$ cat src/rtl/core/i2cseq_pkg.sv
// ----------------------------------------------------------------------------
// i2cseq_pkg
// Types and codes shared by the I2C master transaction sequencer modules.
// ----------------------------------------------------------------------------
`default_nettype none

package i2cseq_pkg;

  typedef enum logic [1:0] {
    ACT_TICK  = 2'd0,
    ACT_WRITE = 2'd1,
    ACT_READ  = 2'd2,
    ACT_LOAD  = 2'd3
  } action_t;

  typedef enum logic [2:0] {
    CMD_NONE    = 3'd0,
    CMD_ACK_ON  = 3'd1,
    CMD_START   = 3'd2,
    CMD_ADDR_WR = 3'd3,
    CMD_ADDR_RD = 3'd4,
    CMD_SEND    = 3'd5,
    CMD_READ    = 3'd6,
    CMD_STOP    = 3'd7
  } cmd_t;

  typedef enum logic [3:0] {
    ST_IDLE            = 4'd0,
    ST_TX_START        = 4'd1,
    ST_TX_ADDRESS      = 4'd2,
    ST_TX_DATA         = 4'd3,
    ST_RX_START        = 4'd4,
    ST_RX_ADDRESS      = 4'd5,
    ST_RX_DATA         = 4'd6,
    ST_STOP            = 4'd7,
    ST_WAIT_BUSY       = 4'd8,
    ST_WAIT_START      = 4'd9,
    ST_WAIT_TX_ADDRESS = 4'd10,
    ST_WAIT_TX_DATA    = 4'd11,
    ST_WAIT_RX_ADDRESS = 4'd12,
    ST_WAIT_RX_DATA    = 4'd13
  } state_t;

  typedef struct packed {
    action_t     action;
    logic [6:0]  device_address;
    logic [4:0]  byte_count;
    logic        notify;
    logic [3:0]  byte_index;
    logic [7:0]  data_byte;
    logic        bus_busy;
    logic        start_done;
    logic        tx_addr_acked;
    logic        rx_addr_acked;
    logic        byte_sent;
    logic        byte_received;
  } in_item_t;

  typedef struct packed {
    cmd_t        command;
    logic        ack_off;
    logic [6:0]  bus_address;
    logic [7:0]  out_byte;
    logic [3:0]  out_index;
    logic        done_res;
    logic [3:0]  fsm_state;
  } out_item_t;

endpackage

`default_nettype wire

$ cat src/rtl/core/i2c_master_transaction_sequencer_core.sv
// ----------------------------------------------------------------------------
// i2c_master_transaction_sequencer_core
// Polled I2C master write/read sequencer: one command word per input word.
//
//   channel | dir | tdata                         | tuser
//   s       | in  | request, load or poll tick    | action
//   m       | out | command fields and state      | command
//
// Each word passes an input register, then one step of the sequencer into
// the output register, one word per cycle while the output is not stalled.
// The transmit store has a registered read port addressed by the next
// write position, so a send finds its byte already read out.
// Reset (rst, synchronous) returns the sequencer to idle; the store keeps
// its contents. A stalled output holds both registers; input then waits.
// ----------------------------------------------------------------------------
`default_nettype none

module i2c_master_transaction_sequencer_core #(
  parameter int BUF_DEPTH = 16
) (
  input  wire logic        clk,
  input  wire logic        rst,
  input  wire logic        s_tvalid,
  output logic             s_tready,
  // device_address[6:0], byte_count[11:7], notify[12], byte_index[16:13],
  // data_byte[24:17], bus_busy[25], start_done[26], tx_addr_acked[27],
  // rx_addr_acked[28], byte_sent[29], byte_received[30], zero[31]
  input  wire logic [31:0] s_tdata,
  // action[1:0]
  input  wire logic [1:0]  s_tuser,
  output logic             m_tvalid,
  input  wire logic        m_tready,
  // ack_off[0], bus_address[7:1], out_byte[15:8], out_index[19:16],
  // done_res[20], fsm_state[24:21], zero[31:25]
  output logic      [31:0] m_tdata,
  // command[2:0]
  output logic      [2:0]  m_tuser
);

  import i2cseq_pkg::*;

  logic      in_valid;
  in_item_t  in_item;
  logic      advance;
  out_item_t step_result;
  out_item_t out_item;
  logic [7:0] tx_byte;
  logic [3:0] write_pos_next;

  assign advance  = in_valid && (!m_tvalid || m_tready);
  assign s_tready = !in_valid || advance;

  always_ff @(posedge clk) begin
    if (rst) begin
      in_valid <= 1'b0;
    end else if (s_tready) begin
      in_valid <= s_tvalid;
    end
  end

  always_ff @(posedge clk) begin
    if (s_tready && s_tvalid) begin
      in_item.action         <= action_t'(s_tuser);
      in_item.device_address <= s_tdata[6:0];
      in_item.byte_count     <= s_tdata[11:7];
      in_item.notify         <= s_tdata[12];
      in_item.byte_index     <= s_tdata[16:13];
      in_item.data_byte      <= s_tdata[24:17];
      in_item.bus_busy       <= s_tdata[25];
      in_item.start_done     <= s_tdata[26];
      in_item.tx_addr_acked  <= s_tdata[27];
      in_item.rx_addr_acked  <= s_tdata[28];
      in_item.byte_sent      <= s_tdata[29];
      in_item.byte_received  <= s_tdata[30];
    end
  end

  i2cseq_step #(
    .BUF_DEPTH (BUF_DEPTH)
  ) u_step (
    .clk            (clk),
    .rst            (rst),
    .fire           (advance),
    .item           (in_item),
    .tx_byte        (tx_byte),
    .result         (step_result),
    .write_pos_next (write_pos_next)
  );

  i2cseq_store #(
    .BUF_DEPTH (BUF_DEPTH)
  ) u_store (
    .clk     (clk),
    .wr_en   (advance && (in_item.action == ACT_LOAD)),
    .wr_pos  (in_item.byte_index),
    .wr_data (in_item.data_byte),
    .rd_pos  (write_pos_next),
    .rd_data (tx_byte)
  );

  always_ff @(posedge clk) begin
    if (rst) begin
      m_tvalid <= 1'b0;
    end else if (advance) begin
      m_tvalid <= 1'b1;
    end else if (m_tready) begin
      m_tvalid <= 1'b0;
    end
  end

  always_ff @(posedge clk) begin
    if (advance) begin
      out_item <= step_result;
    end
  end

  assign m_tuser = out_item.command;
  assign m_tdata = {7'd0, out_item.fsm_state, out_item.done_res, out_item.out_index,
                    out_item.out_byte, out_item.bus_address, out_item.ack_off};

endmodule

`default_nettype wire

$ cat src/rtl/core/i2cseq_store.sv
// ----------------------------------------------------------------------------
// i2cseq_store
// Transmit byte store: one write port and one registered read port with
// write-to-read forwarding. Positions are taken modulo the store depth.
// ----------------------------------------------------------------------------
`default_nettype none

module i2cseq_store #(
  parameter int BUF_DEPTH = 16
) (
  input  wire logic       clk,
  input  wire logic       wr_en,
  input  wire logic [3:0] wr_pos,
  input  wire logic [7:0] wr_data,
  input  wire logic [3:0] rd_pos,
  output logic      [7:0] rd_data
);

  localparam int AW = (BUF_DEPTH > 1) ? $clog2(BUF_DEPTH) : 1;

  logic [7:0]    mem [BUF_DEPTH];
  logic [AW-1:0] pos_mod [16];
  logic [AW-1:0] wr_addr;
  logic [AW-1:0] rd_addr;

  // Position modulo depth, worked out at elaboration for all 16 positions.
  for (genvar i = 0; i < 16; i++) begin : g_mod
    assign pos_mod[i] = AW'(i % BUF_DEPTH);
  end

  assign wr_addr = pos_mod[wr_pos];
  assign rd_addr = pos_mod[rd_pos];

  always_ff @(posedge clk) begin
    if (wr_en) begin
      mem[wr_addr] <= wr_data;
    end
  end

  always_ff @(posedge clk) begin
    if (wr_en && (wr_addr == rd_addr)) begin
      rd_data <= wr_data;
    end else begin
      rd_data <= mem[rd_addr];
    end
  end

endmodule

`default_nettype wire

$ cat src/rtl/core/i2cseq_step.sv
// ----------------------------------------------------------------------------
// i2cseq_step
// Sequencer state, request registers and the per-word transition and
// command logic.
// ----------------------------------------------------------------------------
`default_nettype none

module i2cseq_step #(
  parameter int BUF_DEPTH = 16
) (
  input  wire logic                 clk,
  input  wire logic                 rst,
  input  wire logic                 fire,
  input  wire i2cseq_pkg::in_item_t item,
  input  wire logic [7:0]           tx_byte,
  output i2cseq_pkg::out_item_t     result,
  output logic      [3:0]           write_pos_next
);

  import i2cseq_pkg::*;

  localparam int        CntMaxInt = (BUF_DEPTH < 31) ? BUF_DEPTH : 31;
  localparam logic [4:0] CNT_MAX  = 5'(CntMaxInt);

  state_t     seq_state, seq_state_next;
  state_t     resume_state, resume_state_next;
  logic [6:0] write_addr, write_addr_next;
  logic [6:0] read_addr, read_addr_next;
  logic [4:0] write_left, write_left_next;
  logic [3:0] write_pos;
  logic [4:0] read_left, read_left_next;
  logic [3:0] read_pos, read_pos_next;
  logic       notify_flag, notify_flag_next;
  logic [4:0] cnt;
  logic [4:0] write_dec;
  logic [4:0] read_dec;

  assign cnt       = (item.byte_count > CNT_MAX) ? CNT_MAX : item.byte_count;
  assign write_dec = (write_left != 5'd0) ? write_left - 5'd1 : 5'd0;
  assign read_dec  = (read_left != 5'd0) ? read_left - 5'd1 : 5'd0;

  always_comb begin
    seq_state_next    = seq_state;
    resume_state_next = resume_state;
    write_addr_next   = write_addr;
    read_addr_next    = read_addr;
    write_left_next   = write_left;
    write_pos_next    = write_pos;
    read_left_next    = read_left;
    read_pos_next     = read_pos;
    notify_flag_next  = notify_flag;
    if (fire) begin
      unique case (item.action) inside
        ACT_WRITE, ACT_READ: begin
          if (seq_state == ST_IDLE && cnt != 5'd0) begin
            if (item.action == ACT_WRITE) begin
              write_addr_next = item.device_address;
              write_left_next = cnt;
            end else begin
              read_addr_next = item.device_address;
              read_left_next = cnt;
            end
            notify_flag_next = item.notify;
          end
        end
        ACT_LOAD: begin
        end
        default: begin
          unique case (seq_state)
            ST_IDLE: begin
              if (write_left != 5'd0) begin
                resume_state_next = ST_TX_START;
                seq_state_next    = ST_WAIT_BUSY;
              end else if (read_left != 5'd0) begin
                resume_state_next = ST_RX_START;
                seq_state_next    = ST_WAIT_BUSY;
              end
            end
            ST_TX_START: begin
              resume_state_next = ST_TX_ADDRESS;
              seq_state_next    = ST_WAIT_START;
            end
            ST_RX_START: begin
              resume_state_next = ST_RX_ADDRESS;
              seq_state_next    = ST_WAIT_START;
            end
            ST_TX_ADDRESS: begin
              write_pos_next    = 4'd0;
              resume_state_next = ST_TX_DATA;
              seq_state_next    = ST_WAIT_TX_ADDRESS;
            end
            ST_RX_ADDRESS: begin
              read_pos_next     = 4'd0;
              resume_state_next = ST_RX_DATA;
              seq_state_next    = ST_WAIT_RX_ADDRESS;
            end
            ST_TX_DATA: begin
              write_left_next = write_dec;
              write_pos_next  = write_pos + 4'd1;
              // A pending read follows a write with a repeated start.
              if (write_dec != 5'd0) begin
                resume_state_next = ST_TX_DATA;
              end else if (read_left != 5'd0) begin
                resume_state_next = ST_RX_START;
              end else begin
                resume_state_next = ST_STOP;
              end
              seq_state_next = ST_WAIT_TX_DATA;
            end
            ST_RX_DATA: begin
              read_left_next    = read_dec;
              read_pos_next     = read_pos + 4'd1;
              resume_state_next = (read_dec != 5'd0) ? ST_RX_DATA : ST_STOP;
              seq_state_next    = ST_WAIT_RX_DATA;
            end
            ST_STOP: begin
              seq_state_next = ST_IDLE;
            end
            ST_WAIT_BUSY: begin
              if (!item.bus_busy) seq_state_next = resume_state;
            end
            ST_WAIT_START: begin
              if (item.start_done) seq_state_next = resume_state;
            end
            ST_WAIT_TX_ADDRESS: begin
              if (item.tx_addr_acked) seq_state_next = resume_state;
            end
            ST_WAIT_RX_ADDRESS: begin
              if (item.rx_addr_acked) seq_state_next = resume_state;
            end
            ST_WAIT_TX_DATA: begin
              if (item.byte_sent) seq_state_next = resume_state;
            end
            ST_WAIT_RX_DATA: begin
              if (item.byte_received) seq_state_next = resume_state;
            end
            default: begin
              seq_state_next = ST_IDLE;
            end
          endcase
        end
      endcase
    end
  end

  always_comb begin
    result             = '0;
    result.command     = CMD_NONE;
    result.fsm_state   = seq_state_next;
    if (item.action == ACT_TICK) begin
      unique case (seq_state) inside
        ST_IDLE: begin
          if (write_left != 5'd0 || read_left != 5'd0) result.command = CMD_ACK_ON;
        end
        ST_TX_START, ST_RX_START: begin
          result.command = CMD_START;
        end
        ST_TX_ADDRESS: begin
          result.command     = CMD_ADDR_WR;
          result.bus_address = write_addr;
        end
        ST_RX_ADDRESS: begin
          result.command     = CMD_ADDR_RD;
          result.bus_address = read_addr;
        end
        ST_TX_DATA: begin
          result.command   = CMD_SEND;
          result.out_index = write_pos;
          result.out_byte  = tx_byte;
        end
        ST_RX_DATA: begin
          result.command   = CMD_READ;
          result.ack_off   = (read_left <= 5'd1);
          result.out_index = read_pos;
          result.out_byte  = item.data_byte;
        end
        ST_STOP: begin
          result.command  = CMD_STOP;
          result.done_res = notify_flag;
        end
        default: begin
        end
      endcase
    end
  end

  always_ff @(posedge clk) begin
    if (rst) begin
      seq_state    <= ST_IDLE;
      resume_state <= ST_IDLE;
      write_addr   <= '0;
      read_addr    <= '0;
      write_left   <= '0;
      write_pos    <= '0;
      read_left    <= '0;
      read_pos     <= '0;
      notify_flag  <= 1'b0;
    end else begin
      seq_state    <= seq_state_next;
      resume_state <= resume_state_next;
      write_addr   <= write_addr_next;
      read_addr    <= read_addr_next;
      write_left   <= write_left_next;
      write_pos    <= write_pos_next;
      read_left    <= read_left_next;
      read_pos     <= read_pos_next;
      notify_flag  <= notify_flag_next;
    end
  end

endmodule

`default_nettype wire

$ cat config.mk
export PLATFORM = sky130hd
export DESIGN_NAME = i2c_master_transaction_sequencer_core
export DESIGN_NICKNAME = d
export VERILOG_FILES = /design/src/rtl/core/i2cseq_pkg.sv /design/src/rtl/core/i2c_master_transaction_sequencer_core.sv /design/src/rtl/core/i2cseq_store.sv /design/src/rtl/core/i2cseq_step.sv
export SDC_FILE = /design/constraint.sdc
export NUM_CORES = 1
export LEC_CHECK = 0
export ABC_CLOCK_PERIOD_IN_PS = 9010
export BUFFER_PORTS_ARGS = -buffer_cell sky130_fd_sc_hd__clkbuf_2
export CORE_MARGIN = 2
export CORE_UTILIZATION = 64
export DETAILED_ROUTE_END_ITERATION = 8
export PLACE_DENSITY = 0.8
export SYNTH_ARGS = -nofsm -noshare
export SYNTH_HDL_FRONTEND = slang
export SYNTH_SLANG_ARGS = --single-unit
$ cat constraint.sdc
create_clock -name clk -period 9.01 [get_ports clk]
set_clock_uncertainty 0.2 [all_clocks]
set_input_delay 0.901 -clock clk [delete_from_list [all_inputs] [get_ports clk]]
set_output_delay 0.901 -clock clk [all_outputs]
set_load 0.01 [all_outputs]
==> flow_metrics.py <==
metrics = {
    "finish": {
        "stdcell_count": 942,
        "synthToLayoutAreaGrowth_pct": 11.7,
        "final_nets": 786,
        "insertedDiodeCount": 0,
        "final_cell_area_um2": 11100,
        "drive_above_1_share_pct": 20.7,
    },
    "placed_design": {
        "placedCellCount": 900,
        "io_buffers": 66,
        "post-dp-hpwl_um": 12800,
        "gp_congestion": 0.929,
        "post_dp_cell_area_um2": 10300,
    },
    "clocking": {
        "cts_buffers": 24,
        "clock_path_buffers": 3,
        "post_cts_buffers": 0,
        "htree_levels": 1,
        "clkTransAtPathRegs_ns": 0.06,
        "cts_tree": "built",
        "postCtsHoldBufs": 0,
        "ctsResizeCount": 0,
        "clk-insertion-delay-late_ns": 0.52,
        "clock_sinks": 235,
        "cts.root.buffer_cell": "clkbuf_16",
    },
    "die": {
        "fp.dieH_um": 128,
        "initial_core_util_pct": 65.4,
        "coreArea_um2": 15100,
        "die_area_um2": 16500,
        "row_count": 45,
        "die_width_um": 128,
        "ios": 75,
    },
    "drt": {
        "wl_per_cell_um": 21.3,
        "totalWireLength_um": 20100,
        "drtAntennaViolNets": 0,
        "drtPass1Iterations": 5,
        "viasPerCell": 6.39,
        "drt_iter0_markers": 703,
        "route.detailed.drc": 0,
        "vias": 6022,
    },
    "timing": {
        "hold_viol_final": 0,
        "drv_slew": 0,
        "worstMarginPinSlew_ns": 1.26,
        "tns_ns": 0,
        "setup_viol_count_final": 0,
        "period_needed_ns": 3.12,
        "rsz0062_at_grt": "false",
        "fin_crit_sh_pct": 34.7,
        "fmax_ghz": 0.320,
        "relSlewSlack_pct": 15.3,
    },
    "global_routing": {
        "grt_max_degree": 46,
        "grt_pass1_vias": 5922,
        "track_usage_pct": 25.0,
        "grt_pass1_wl_um": 31900,
        "antenna_found_initial": 0,
        "grt-ovfl-total": 0,
    },
    "synth": {
        "yosysUniqueCellTypes": 65,
        "avgSynthCellArea_um2": 14.6,
        "synth-edff-count": 189,
        "yosys_register_bits": 235,
        "synthesis.area_um2": 9910,
        "synth_warnings": 0,
        "ys_async_sr_fraction_pct": 0,
        "synth_seq_area_share_pct": 66.6,
        "synthCells": 680,
        "synth-main-ff-cell": "edfxtp_1",
    },
    "status": {
        "status": "completed",
    },
    "pwr": {
        "power_frac_seq_pct": 54.7,
        "p_leak_uw": 0.00367,
        "ir_drop_uv": 176,
        "power_density_nw_per_um2": 201,
        "power.switching_uw": 459,
        "p_int_uw": 1760,
        "swShare_pct": 20.6,
        "combPwrFrac_pct": 3.4,
        "clock_power_share_pct": 41.9,
    },
    "setup_path": {
        "required_ns": 9.09,
        "end_kind": "flop",
        "path_cells": "nor4bb_1 -> buf_4 -> nand3b_1 -> nor2_1 -> a21oi_1 -> o21ai_0",
        "crit_path_max_fanout": 30,
        "cp-start-kind": "flop",
        "crit_path_max_incr_delay_ns": 1.00,
        "critPathBufInv": 1,
        "arrival_ns": 3.20,
        "critical_path.top_delay_family": "simple AND/OR/NAND/NOR gates",
        "crit_type": "flop to flop",
        "cp_slowest_cell": "dfxtp_1",
    },
    "job": {
        "cap_violations": 0,
    },
    "min_path": {
        "hold_class": "flop to flop",
    },
}
-- placed cells by master (no fill, tap or decap), types with 4 or more instances in the layout --
cell	instances
a211oi_1	7
clkinv_1	5
mux4_2	32
inv_1	15
clkbuf_1	4
mux2i_1	30
dfxtp_1	44
nor2_1	54
nor3_1	15
clkbuf_16	24
nand3_1	7
a22o_1	4
or2_2	5
o21ai_0	31
buf_4	6
ha_1	10
nand3b_1	6
o31ai_1	5
nor2b_1	20
nand2_1	20
conb_1	7
edfxtp_1	189
a22oi_1	11
nand2b_1	12
and2_1	5
nor4b_1	5
a21oi_1	34
clkbuf_2	66
nor3b_1	5
nand4_1	5
-- per-stage QoR --
step           worst slack, ns  total power (uW)  util [%]  hold slack (ns)
2_1_floorplan             5.50              1280         -            0.242
6_report                  5.89              2220      73.1            0.297
3_3_place_gp              5.47              1310      68.1            0.269
3_5_place_dp              5.34              1310      68.1            0.286
4_1_cts                   5.83              2230      73.0            0.294
5_1_grt                   5.71              2290      73.1            0.310
-- path summary, 6_finish.rpt --
check | cells after the start | startpoint | end | slack, ns
setup reg to reg | 6 | u_step.seq_state[0] | m_tdata[14] | 5.89
hold / removal | 2 | u_step.read_pos[3] | u_step.read_pos[3] | 0.30
setup / recovery | 6 | u_step.seq_state[0] | m_tdata[14] | 5.89
hold reg to reg | 2 | u_step.read_pos[3] | u_step.read_pos[3] | 0.30
-- Yosys cell counts (7+ instances only) --
master	n	area share [%]
a211oi_1	7	0.53
a21oi_1	34	1.7
a22oi_1	11	0.83
buf_2	9	0.45
buf_4	7	0.53
clkbuf_1	27	1.0
dfxtp_1	46	9.3
edfxtp_1	189	57
ha_1	10	1.3
inv_1	15	0.57
mux2i_1	30	3.0
mux4_2	32	7.3
nand2_1	20	0.76
nand2b_1	12	0.76
nand3_1	7	0.35
nor2_1	54	2.0
nor2b_1	20	1.3
nor3_1	16	0.81
o21ai_0	31	1.6
-- area by class of cell --
type | instances | area (um2)
multi-input combinational | 390 | 3060
clock inverter | 11 | 87.6
clock buffer | 31 | 657
sequential | 235 | 6600
fill | 908 | 4080
timing repair buffer | 72 | 375
tap | 188 | 235
inverter | 15 | 56.3
-- power by group through the flow --
stage	clock [uW]	combinational (uW)	sequential [uW]
2_1_floorplan	0	49.7	1230
3_3_place_gp	0	71.7	1230
3_5_place_dp	0	74.4	1240
4_1_cts	941	75.2	1210
5_1_grt	984	83.2	1220
6_report	930	75.4	1220
-- layer usage --
layer	wire (um)	vias up	global-route usage, %
met2	9800	299	40.5
met4	431	0	7.05
met5	0	-	0
met1	8440	2955	36.5
li1	-	2725	-
met3	1420	43	3.45
-- worst reg2reg max path: cells and delay by family, from the launching register on --
kind | cells | cell delay [ns]
DFF | 1 | 1.00
and+or+nand+nor | 3 | 1.14
buffers and inverters | 1 | 0.27
AOI/OAI and AO/OA | 2 | 0.29
-- kinds of logic (layout without fill, tap and decap cells) --
| group | after synthesis | after routing | share of synthesized area (%) |
|---|---|---|---|
| flops | 235 | 235 | 66.6 |
| xor+xnor | 3 | 3 | 0.265 |
| buf+inv | 61 | 129 | 2.84 |
| mux | 65 | 65 | 10.6 |
| other cells | 1 | 7 | 0.0379 |
| simple gates | 182 | 182 | 10.2 |
| compound gates | 123 | 123 | 8.21 |
| fa+ha+maj | 10 | 10 | 1.26 |
-- sequential cells by signal, summed over array words and instances, names as in the netlist, named ones only --
register	cells
u_store.mem	128
in_item	33
m_tdata	25
u_step.read_addr	7
u_step.write_addr	7
u_step.read_left	5
u_step.write_left	5
u_step.read_pos	4
u_step.seq_state	4
u_step.write_pos	4
m_tuser	3
u_step.resume_state	3
in_valid	1
m_tvalid	1
u_step.notify_flag	1
No activity file was read; power rests on OpenSTA's default activity.
